==> src/rtl/pref_pkg.sv <==
// Package for the peak / rms envelope follower.
// Holds fixed widths, register indexes, the control state type and the root unit status.
// No dependencies.
`timescale 1ns / 1ps

package pref_pkg;

   localparam int SAMPLE_W = 24;
   localparam int LEVEL_W  = 24;
   localparam int DECAY_W  = 16;
   localparam int CSR_IDX_W  = 2;
   localparam int CSR_DATA_W = 16;
   localparam int ROOT_STEPS = 12;   // two root bits per step
   localparam int ROOT_CNT_W = 4;

   localparam logic [LEVEL_W-1:0] ENV_FLOOR = 24'd8389;
   localparam logic [LEVEL_W-1:0] UNITY_Q23 = 24'd8388608;

   localparam logic [CSR_IDX_W-1:0] CSR_PEAK_DECAY      = 2'd0;
   localparam logic [CSR_IDX_W-1:0] CSR_RMS_DECAY       = 2'd1;
   localparam logic [CSR_IDX_W-1:0] CSR_ACTIVE_CHANNELS = 2'd2;

   typedef enum logic [2:0] {
      ST_IDLE,
      ST_MERGE,
      ST_PEAK,
      ST_SQUARE,
      ST_ROOT,
      ST_FINISH
   } pref_state_type;

   typedef struct packed {
      logic busy;
      logic done;
   } pref_root_status_type;

endpackage

==> src/rtl/pref_if.sv <==
// Request and response channel interfaces for the envelope follower.
// Depends on pref_pkg for field widths.
`timescale 1ns / 1ps

interface pref_req_if
   import pref_pkg::*;
   ();
   logic                       valid;
   logic                       ready;
   logic signed [SAMPLE_W-1:0] sample_ch0;
   logic signed [SAMPLE_W-1:0] sample_ch1;
   logic                       block_end;

   modport source (output valid, output sample_ch0, output sample_ch1, output block_end,
                   input ready);
   modport sink   (input valid, input sample_ch0, input sample_ch1, input block_end,
                   output ready);
endinterface

interface pref_rsp_if
   import pref_pkg::*;
   ();
   logic               valid;
   logic               ready;
   logic [LEVEL_W-1:0] peak_level;
   logic [LEVEL_W-1:0] rms_level;
   logic               block_done;

   modport source (output valid, output peak_level, output rms_level, output block_done,
                   input ready);
   modport sink   (input valid, input peak_level, input rms_level, input block_done,
                   output ready);
endinterface

==> src/rtl/pref_lane.sv <==
// One channel lane: registers the magnitude of a signed Q1.23 sample.
// Depends on pref_pkg.
`timescale 1ns / 1ps

module pref_lane
   import pref_pkg::*;
(
   input  logic                       clock,
   input  logic                       load,
   input  logic signed [SAMPLE_W-1:0] sample,
   output logic        [LEVEL_W-1:0]  abs_level
);

   logic [LEVEL_W-1:0] abs_ff;
   logic [LEVEL_W-1:0] abs_in;

   // full-scale negative maps to exactly 1.0
   always_comb begin
      if (sample[SAMPLE_W-1]) begin
         abs_in = LEVEL_W'(~sample) + LEVEL_W'(1);
      end else begin
         abs_in = LEVEL_W'(sample);
      end
   end

   always_ff @(posedge clock) begin
      if (load) begin
         abs_ff <= abs_in;
      end
   end

   assign abs_level = abs_ff;

endmodule

==> src/rtl/pref_merge.sv <==
// Merge stage: averages the lane magnitudes over the active channels.
// Depends on pref_pkg; fed by pref_lane instances.
`timescale 1ns / 1ps

module pref_merge
   import pref_pkg::*;
#(
   parameter int LANES = 2
) (
   input  logic                 clock,
   input  logic                 load,
   input  logic [1:0]           count,
   input  logic [LEVEL_W-1:0]   lane_level [LANES],
   output logic [LEVEL_W-1:0]   mean_level
);

   logic [LEVEL_W-1:0] mean_ff;
   logic [LEVEL_W-1:0] mean_in;
   logic [LEVEL_W:0]   sum;

   always_comb begin
      sum = '0;
      for (int i = 0; i < LANES; i++) begin
         if (2'(i) < count) begin
            sum = sum + {1'b0, lane_level[i]};
         end
      end
      if (count >= 2'd2) begin
         mean_in = sum[LEVEL_W:1];
      end else begin
         mean_in = sum[LEVEL_W-1:0];
      end
   end

   always_ff @(posedge clock) begin
      if (load) begin
         mean_ff <= mean_in;
      end
   end

   assign mean_level = mean_ff;

endmodule

==> src/rtl/pref_sqrt.sv <==
// Iterative integer square root of (operand << 23), two root bits per cycle.
// Depends on pref_pkg.
`timescale 1ns / 1ps

module pref_sqrt
   import pref_pkg::*;
(
   input  logic                 clock,
   input  logic                 reset,
   input  logic                 start,
   input  logic [LEVEL_W-1:0]   operand,
   output logic [LEVEL_W-1:0]   root,
   output pref_root_status_type status
);

   localparam int RAD_W = 2 * LEVEL_W;
   localparam int REM_W = LEVEL_W + 3;

   logic [RAD_W-1:0]      rad_ff,  rad_in;
   logic [REM_W-1:0]      rem_ff,  rem_in;
   logic [LEVEL_W-1:0]    root_ff, root_in;
   logic [ROOT_CNT_W-1:0] cnt_ff,  cnt_in;
   logic                  busy_ff, busy_in;
   logic                  done_ff, done_in;

   always_comb begin
      logic [REM_W-1:0]   r;
      logic [REM_W-1:0]   shifted;
      logic [REM_W-1:0]   trial;
      logic [LEVEL_W-1:0] q;
      logic [RAD_W-1:0]   v;
      r = rem_ff;
      q = root_ff;
      v = rad_ff;
      for (int k = 0; k < 2; k++) begin
         shifted = {r[REM_W-3:0], v[RAD_W-1 -: 2]};
         trial   = {1'b0, q, 2'b01};
         v       = {v[RAD_W-3:0], 2'b00};
         if (shifted >= trial) begin
            r = shifted - trial;
            q = {q[LEVEL_W-2:0], 1'b1};
         end else begin
            r = shifted;
            q = {q[LEVEL_W-2:0], 1'b0};
         end
      end
      rad_in  = rad_ff;
      rem_in  = rem_ff;
      root_in = root_ff;
      cnt_in  = cnt_ff;
      busy_in = busy_ff;
      done_in = 1'b0;
      if (start) begin
         rad_in  = {1'b0, operand, 23'd0};
         rem_in  = '0;
         root_in = '0;
         cnt_in  = '0;
         busy_in = 1'b1;
      end else if (busy_ff) begin
         rad_in  = v;
         rem_in  = r;
         root_in = q;
         cnt_in  = cnt_ff + ROOT_CNT_W'(1);
         if (cnt_ff == ROOT_CNT_W'(ROOT_STEPS - 1)) begin
            busy_in = 1'b0;
            done_in = 1'b1;
         end
      end
   end

   always_ff @(posedge clock) begin
      if (reset) begin
         busy_ff <= 1'b0;
         done_ff <= 1'b0;
         cnt_ff  <= '0;
      end else begin
         busy_ff <= busy_in;
         done_ff <= done_in;
         cnt_ff  <= cnt_in;
      end
      rad_ff  <= rad_in;
      rem_ff  <= rem_in;
      root_ff <= root_in;
   end

   assign root        = root_ff;
   assign status.busy = busy_ff;
   assign status.done = done_ff;

endmodule

==> src/rtl/peak_rms_envelope_follower.sv <==
// Top level of the peak / rms envelope follower: lanes, merge, envelope update, root unit.
// Depends on pref_pkg, pref_if, pref_lane, pref_merge, pref_sqrt.
//
//   channel  | direction | beat contents
//   req_bus  | in        | sample_ch0, sample_ch1, block_end
//   rsp_bus  | out       | peak_level, rms_level, block_done
//   csr_*    | in        | csr_we, csr_index, csr_data (write only)
//
// A frame goes from accept through the merge, peak, square, root and finish states to a response beat.
// The next frame is accepted once the response is in the output register.
// Reset is synchronous: envelopes clear, decays go to 65535, two channels.
// A stalled response holds its register; the core waits until it is taken.
`timescale 1ns / 1ps

module peak_rms_envelope_follower
   import pref_pkg::*;
#(
   parameter int CHANNELS = 2
) (
   input  logic                  clock,
   input  logic                  reset,
   pref_req_if.sink              req_bus,
   pref_rsp_if.source            rsp_bus,
   input  logic                  csr_we,
   input  logic [CSR_IDX_W-1:0]  csr_index,
   input  logic [CSR_DATA_W-1:0] csr_data
);

   localparam int LANES = (CHANNELS < 2) ? 1 : 2;
   localparam logic [1:0] LIMIT = 2'(LANES);

   pref_state_type state_ff, state_in;

   logic [DECAY_W-1:0] peak_decay_ff;
   logic [DECAY_W-1:0] rms_decay_ff;
   logic [1:0]         active_ff;

   logic [LEVEL_W-1:0] peak_ff, peak_in;
   logic [LEVEL_W-1:0] sqenv_ff, sqenv_in;
   logic [LEVEL_W-1:0] sq_ff, sq_in;
   logic               blk_ff;

   logic               rsp_valid_ff;
   logic [LEVEL_W-1:0] rsp_peak_ff;
   logic [LEVEL_W-1:0] rsp_rms_ff;
   logic               rsp_blk_ff;

   logic req_fire, rsp_free;
   logic lane_load, mean_load, peak_we, sqenv_we, root_start, rsp_load;
   logic [1:0] n_active;

   logic signed [SAMPLE_W-1:0] lane_sample [LANES];
   logic        [LEVEL_W-1:0]  lane_level  [LANES];
   logic        [LEVEL_W-1:0]  mean_level;
   logic        [LEVEL_W-1:0]  root_level;
   pref_root_status_type       root_status;

   logic [LEVEL_W+DECAY_W-1:0] peak_rel_prod;
   logic [LEVEL_W+DECAY_W-1:0] sq_rel_prod;
   logic [LEVEL_W+DECAY_W-1:0] sq_att_prod;
   logic [2*LEVEL_W-1:0]       mean_sq_prod;

   assign req_fire = req_bus.valid && req_bus.ready;
   assign rsp_free = !rsp_valid_ff || rsp_bus.ready;
   assign n_active = (active_ff > LIMIT) ? LIMIT : active_ff;

   // lanes
   assign lane_sample[0] = req_bus.sample_ch0;
   if (LANES > 1) begin : g_ch1
      assign lane_sample[1] = req_bus.sample_ch1;
   end

   for (genvar i = 0; i < LANES; i++) begin : g_lane
      pref_lane u_lane (
         .clock     (clock),
         .load      (lane_load),
         .sample    (lane_sample[i]),
         .abs_level (lane_level[i])
      );
   end

   pref_merge #(.LANES(LANES)) u_merge (
      .clock      (clock),
      .load       (mean_load),
      .count      (n_active),
      .lane_level (lane_level),
      .mean_level (mean_level)
   );

   // control
   always_comb begin
      state_in = state_ff;
      unique case (state_ff)
         ST_IDLE:   if (req_fire) state_in = ST_MERGE;
         ST_MERGE:  state_in = ST_PEAK;
         ST_PEAK:   state_in = ST_SQUARE;
         ST_SQUARE: state_in = ST_ROOT;
         ST_ROOT:   if (root_status.done) state_in = ST_FINISH;
         ST_FINISH: if (rsp_free) state_in = ST_IDLE;
         default:   state_in = ST_IDLE;
      endcase
   end

   always_comb begin
      req_bus.ready = 1'b0;
      mean_load     = 1'b0;
      peak_we       = 1'b0;
      sqenv_we      = 1'b0;
      root_start    = 1'b0;
      rsp_load      = 1'b0;
      unique case (state_ff)
         ST_IDLE:   req_bus.ready = 1'b1;
         ST_MERGE:  mean_load     = 1'b1;
         ST_PEAK:   peak_we       = 1'b1;
         ST_SQUARE: begin
            sqenv_we   = 1'b1;
            root_start = 1'b1;
         end
         ST_ROOT:   ;
         ST_FINISH: rsp_load = rsp_free;
         default:   ;
      endcase
   end

   assign lane_load = req_fire;

   // envelope update
   assign peak_rel_prod = peak_ff * peak_decay_ff;
   assign mean_sq_prod  = mean_level * mean_level;
   assign sq_rel_prod   = sqenv_ff * peak_decay_ff;
   assign sq_att_prod   = sq_ff * rms_decay_ff;

   always_comb begin
      peak_in = peak_ff;
      sq_in   = mean_sq_prod[LEVEL_W+22:23];
      if (n_active != 2'd0) begin
         if (mean_level > peak_ff) begin
            peak_in = mean_level;
         end else if (peak_ff >= ENV_FLOOR) begin
            peak_in = peak_rel_prod[LEVEL_W+DECAY_W-1:DECAY_W];
         end else begin
            peak_in = '0;
         end
      end
   end

   always_comb begin
      sqenv_in = sqenv_ff;
      if (n_active != 2'd0) begin
         if (sq_ff > sqenv_ff) begin
            sqenv_in = sq_att_prod[LEVEL_W+DECAY_W-1:DECAY_W];
         end else if (sqenv_ff >= ENV_FLOOR) begin
            sqenv_in = sq_rel_prod[LEVEL_W+DECAY_W-1:DECAY_W];
         end else begin
            sqenv_in = '0;
         end
      end
   end

   pref_sqrt u_sqrt (
      .clock   (clock),
      .reset   (reset),
      .start   (root_start),
      .operand (sqenv_in),
      .root    (root_level),
      .status  (root_status)
   );

   always_ff @(posedge clock) begin
      if (reset) begin
         state_ff      <= ST_IDLE;
         peak_decay_ff <= 16'hFFFF;
         rms_decay_ff  <= 16'hFFFF;
         active_ff     <= 2'd2;
         peak_ff       <= '0;
         sqenv_ff      <= '0;
         rsp_valid_ff  <= 1'b0;
      end else begin
         state_ff <= state_in;
         if (csr_we) begin
            unique case (csr_index)
               CSR_PEAK_DECAY:      peak_decay_ff <= csr_data;
               CSR_RMS_DECAY:       rms_decay_ff  <= csr_data;
               CSR_ACTIVE_CHANNELS: active_ff     <= csr_data[1:0];
               default:             ;
            endcase
         end
         if (peak_we) begin
            peak_ff <= peak_in;
         end
         if (sqenv_we) begin
            sqenv_ff <= sqenv_in;
         end
         if (rsp_load) begin
            rsp_valid_ff <= 1'b1;
         end else if (rsp_bus.ready) begin
            rsp_valid_ff <= 1'b0;
         end
      end
      if (req_fire) begin
         blk_ff <= req_bus.block_end;
      end
      if (peak_we) begin
         sq_ff <= sq_in;
      end
      if (rsp_load) begin
         rsp_peak_ff <= peak_ff;
         rsp_rms_ff  <= root_level;
         rsp_blk_ff  <= blk_ff;
      end
   end

   assign rsp_bus.valid      = rsp_valid_ff;
   assign rsp_bus.peak_level = rsp_peak_ff;
   assign rsp_bus.rms_level  = rsp_rms_ff;
   assign rsp_bus.block_done = rsp_blk_ff;

`ifndef SYNTH
   a_idle_root_quiet: assert property (@(posedge clock) disable iff (reset)
      state_ff == ST_IDLE |-> !root_status.busy)
      else $error("root unit busy while core idle");

   a_done_in_root: assert property (@(posedge clock) disable iff (reset)
      root_status.done |-> state_ff == ST_ROOT)
      else $error("root done outside root wait");

   a_finish_holds: assert property (@(posedge clock) disable iff (reset)
      state_ff == ST_FINISH && rsp_valid_ff && !rsp_bus.ready |=> state_ff == ST_FINISH)
      else $error("finished frame dropped while response stalled");

   a_env_range: assert property (@(posedge clock) disable iff (reset)
      peak_ff <= UNITY_Q23 && sqenv_ff <= UNITY_Q23)
      else $error("envelope above unity");
`endif

endmodule

==> src/flat_wrapper.sv <==
// flat-port wrapper written by rule: the top's interface ports become plain ports
module peak_rms_envelope_follower_flat import pref_pkg::*;
#(
   parameter int CHANNELS = 2
)
  (clock, reset, csr_we, csr_index, csr_data, req_bus_valid, req_bus_sample_ch0, req_bus_sample_ch1, req_bus_block_end, req_bus_ready, rsp_bus_valid, rsp_bus_peak_level, rsp_bus_rms_level, rsp_bus_block_done, rsp_bus_ready);
  pref_req_if req_bus_i ();
  pref_rsp_if rsp_bus_i ();
  input  logic clock;
  input  logic reset;
  input  logic csr_we;
  input  logic [CSR_IDX_W-1:0] csr_index;
  input  logic [CSR_DATA_W-1:0] csr_data;
  input wire logic [$bits(req_bus_i.valid)-1:0] req_bus_valid;
  input wire logic [$bits(req_bus_i.sample_ch0)-1:0] req_bus_sample_ch0;
  input wire logic [$bits(req_bus_i.sample_ch1)-1:0] req_bus_sample_ch1;
  input wire logic [$bits(req_bus_i.block_end)-1:0] req_bus_block_end;
  output wire logic [$bits(req_bus_i.ready)-1:0] req_bus_ready;
  output wire logic [$bits(rsp_bus_i.valid)-1:0] rsp_bus_valid;
  output wire logic [$bits(rsp_bus_i.peak_level)-1:0] rsp_bus_peak_level;
  output wire logic [$bits(rsp_bus_i.rms_level)-1:0] rsp_bus_rms_level;
  output wire logic [$bits(rsp_bus_i.block_done)-1:0] rsp_bus_block_done;
  input wire logic [$bits(rsp_bus_i.ready)-1:0] rsp_bus_ready;
  assign req_bus_i.valid = req_bus_valid;
  assign req_bus_i.sample_ch0 = req_bus_sample_ch0;
  assign req_bus_i.sample_ch1 = req_bus_sample_ch1;
  assign req_bus_i.block_end = req_bus_block_end;
  assign req_bus_ready = req_bus_i.ready;
  assign rsp_bus_valid = rsp_bus_i.valid;
  assign rsp_bus_peak_level = rsp_bus_i.peak_level;
  assign rsp_bus_rms_level = rsp_bus_i.rms_level;
  assign rsp_bus_block_done = rsp_bus_i.block_done;
  assign rsp_bus_i.ready = rsp_bus_ready;
  peak_rms_envelope_follower #(.CHANNELS(CHANNELS)) u_core (.clock(clock), .reset(reset), .req_bus(req_bus_i), .rsp_bus(rsp_bus_i), .csr_we(csr_we), .csr_index(csr_index), .csr_data(csr_data));
endmodule
==> config.mk <==
export PLATFORM = sky130hd
export DESIGN_NAME = peak_rms_envelope_follower_flat
export DESIGN_NICKNAME = d
export VERILOG_FILES = /design/src/rtl/pref_pkg.sv /design/src/rtl/pref_if.sv /design/src/rtl/pref_lane.sv /design/src/rtl/pref_merge.sv /design/src/rtl/pref_sqrt.sv /design/src/rtl/peak_rms_envelope_follower.sv /design/src/flat_wrapper.sv
export SDC_FILE = /design/constraint.sdc
export NUM_CORES = 2
export LEC_CHECK = 0
export ABC_CLOCK_PERIOD_IN_PS = 21500
export BUFFER_PORTS_ARGS = -buffer_cell sky130_fd_sc_hd__buf_2
export CAP_MARGIN = 15
export CORE_ASPECT_RATIO = 0.7
export CORE_UTILIZATION = 25
export CTS_CLUSTER_SIZE = 10
export DETAILED_ROUTE_END_ITERATION = 10
export GPL_TIMING_DRIVEN = 0
export REMOVE_ABC_BUFFERS = 1
export SYNTH_ARGS = -nofsm -noshare
export SYNTH_HDL_FRONTEND = slang
export SYNTH_HIERARCHICAL = 1
export SYNTH_SLANG_ARGS = --single-unit
export TNS_END_PERCENT = 5
==> constraint.sdc <==
create_clock -name clock -period 21.5 [get_ports clock]
set_clock_uncertainty 0.1 [all_clocks]
set_input_delay 3.225 -clock clock [delete_from_list [all_inputs] [get_ports clock]]
set_output_delay 3.225 -clock clock [all_outputs]
set_load 0.005 [all_outputs]
==> results.txt <==
The final instance area came out at 76910 µm². The non-filler instance count after layout came out at 11.48k. The final core utilization came out at 27.60%.

The run finished with clean final reports. After detailed routing, the number of remaining DRC violations is 0. In this design, the stage delay of the slowest critical-path cell is 1.15 ns.

The endpoint identified for the worst register-to-register timing path is u_core/sq_ff[17]. Once the floorplan was initialized, standard cells occupied 25.19% of the core. The overall via count from detail_route is 51.52k. The synthesized area per cell came out at 8.877 µm². The buffer and inverter count on the worst path is 7. The number of hold-slack violations in the final timing report is 0.

The post-synthesis cell count is 7907. The maximum fanout along the worst path came out at 19. The share of post-route cells with drive strength above 1 is 5.048%. Of the available clock period, the critical path in the final layout requires 42.90%. The number of buffers inserted to repair setup after CTS came out at 0. The y dimension of the die is 445.3 µm. The floorplan step defined a die boundary enclosing 282900 µm².

Once placement finished, the instance area stood at 75180 µm². For this design, the sink count on the clock tree is 312. The H-tree depth reported by CTS is 2.

The number of placed instances with taps included is 11.39k. The worst path in the final design needs a cycle of 9.224 ns, including I/O delays and setup. The total core area came out at 278700 µm². Grouping stages by cell kind, the critical path spends the most delay in adder cells.

The final layout contains routed wiring with a total length of 187300 µm. The total of endpoints with negative setup slack in the final report is 0. The number of cells upsized or downsized after cts is 0. The all-layer global routing usage is 13.49%. The total CTS buffers came out at 43.

Static timing analysis puts the maximum clock frequency at 108.4 MHz. The port buffer count is 122. The slew of the pin with the lowest slew margin is 1.279 ns. In this run, the number of DRC markers left after iteration 0 of detailed routing was 3599.

The width of the chip came out at 635.3 µm. CTS placed an instance of sky130_fd_sc_hd__clkbuf_16 at the clock tree root. In this run the critical register-to-register path is launched from u_core/u_merge/mean_level[0]. Max-cap violations in this run came to 0. The worst hold path begins at u_core/u_sqrt/root[22]. The mapped cell area is 70190 µm². The worst setup path is captured at a register. The post-DP HPWL is 146300 µm. The worst setup path is of the register to register kind.

For this run, the detailed router's first-pass iteration total came to 5. The headroom to the max-slew limit came out at 14.58%. The number of vias per cell came out at 4.488. The remaining global-route overflow is 0. The CTS tree is built. The Yosys step of the flow raised 6 warnings. Setup repair after global routing left no endpoint under its margin. The final weighted congestion in routability-driven placement is 0.8429. The count of final max-slew check failures came out at 0.

The clock-pin slew of the registers on the worst-case setup and hold paths is 0.07 ns. The number of cells traversed by the worst register-to-register path is 25. The final antenna-violating net count came out at 0.

The sort of element at the start of the critical path is a register. From synthesis to final layout, the design area changed by 9.569%. The maximum buffer depth of the clock tree is 3. The total number of nets in the final design is 9789. The number of buffers inserted by hold repair at cts came out at 0.

The maximum number of pins on one net before global-route repair came out at 72. The number of antenna violations at the first check in global routing came out at 9. The data arrival time of the worst path came out at 9.52 ns. The setup check on the worst reg-to-reg path leaves a slack of 12.28 ns.

The sum of negative setup slack is 0 ns. For the worst setup path, the data required time is 21.79 ns. The origin of the worst setup path is u_core/u_merge/mean_level[0]. The top-level I/O count came out at 123.

The largest individual stage delay along the critical path comes from the cell sky130_fd_sc_hd__edfxtp_1. The average wire per cell in the routed design came out at 16.32 µm. The via count of the first global-routing pass came out at 53.01k. For hold timing, the worst endpoint is u_core/rsp_bus.rms_level[22]. The clock reaches the later pin of the worst-skew pair after 0.65 ns. The type of the most critical hold path is register to register. The hold-critical path depth is 0. The initialized floorplan defines 162 standard-cell rows. The global-route wire length before repair is 304700 µm.
[worst max-delay path by stage]
stage | end | depth (start not counted) | slack, ns
finish | u_core/sq_ff[17] | 25 | 12.28
global route | u_core/sq_ff[17] | 25 | 11.80
CTS | u_core/sq_ff[17] | 25 | 12.16
detailed placement | u_core/sq_ff[17] | 25 | 12.12
global placement | u_core/u_sqrt/rad_ff[29] | 4 | 11.60
floorplan | u_core/u_sqrt/rad_ff[46] | 23 | 14.36
[cell usage in the layout, fill, tap and decap left out, types with 80 or more instances in the layout]
cell type and n:
sky130_fd_sc_hd__edfxtp_1 170, sky130_fd_sc_hd__a21o_1 80, sky130_fd_sc_hd__inv_1 1824, sky130_fd_sc_hd__nand2_1 1135
sky130_fd_sc_hd__dfxtp_1 125, sky130_fd_sc_hd__fa_1 1338, sky130_fd_sc_hd__a21oi_1 220, sky130_fd_sc_hd__nor2_1 217
sky130_fd_sc_hd__o21ai_0 143, sky130_fd_sc_hd__and2_1 517, sky130_fd_sc_hd__xnor2_1 136, sky130_fd_sc_hd__ha_1 623
sky130_fd_sc_hd__buf_2 121
[worst register-to-register path, delay by kind of cell, from the launching register on]
| family | cells | cell delay, ns |
|---|---|---|
| AOI/OAI and AO/OA | 8 | 2.53 |
| xor gates and xnor gates | 1 | 0.15 |
| adders and majority gates | 8 | 3.79 |
| buffers and inverters | 7 | 0.83 |
| DFF | 1 | 1.15 |
| and+or+nand+nor | 1 | 0.43 |
[metal layers]
metal  global-route usage (%)  vias up  part of all wire (%)
met5                        0        -                     0
met4                    2.744        0                   1.8
met3                    2.390      160                   7.6
met2                    19.41     1615                    40
met1                    20.78    25760                    50
li1                         -    23980                     -
[registers in the layout, indices dropped and copies added, names as in the netlist, 4 cells and up]
register,cells
u_core/peak_decay_ff,16
u_core/peak_ff,24
u_core/sqenv_ff,24
u_core/u_sqrt/cnt_ff,4
u_core/u_sqrt/root,24
u_core/u_merge/mean_level,24
u_core/rms_decay_ff,16
u_core/u_sqrt/rem_ff,25
u_core/sq_ff,24
u_core/rsp_bus.peak_level,24
u_core/u_sqrt/rad_ff,25
u_core/rsp_bus.rms_level,24
u_core/g_lane.u_lane/abs_level,48
[per-stage QoR]
stage                     setup slack (ns)  hold slack (ns)
final                                12.28           0.3754
after global routing                 11.80           0.3828
after CTS                            12.16           0.3733
after detailed placement             12.12           0.3551
after global placement               11.60           0.3561
after floorplan                      14.36           0.3003
[area by class of cell]
| class | instances | area [µm²] |
|---|---|---|
| Multi-Input combinational cell | 5379 | 53910 |
| Antenna cell | 2 | 5.005 |
| Tap cell | 3690 | 4617 |
| Sequential cell | 312 | 7969 |
| Fill cell | 29520 | 201800 |
| Inverter | 1826 | 6854 |
| Timing Repair Buffer | 194 | 2205 |
| Clock inverter | 18 | 209.0 |
| Clock buffer | 57 | 1139 |
Power is left out: the tool's default activity adds up to more than one toggle a clock period on the data nets, which glitch-free logic cannot reach.
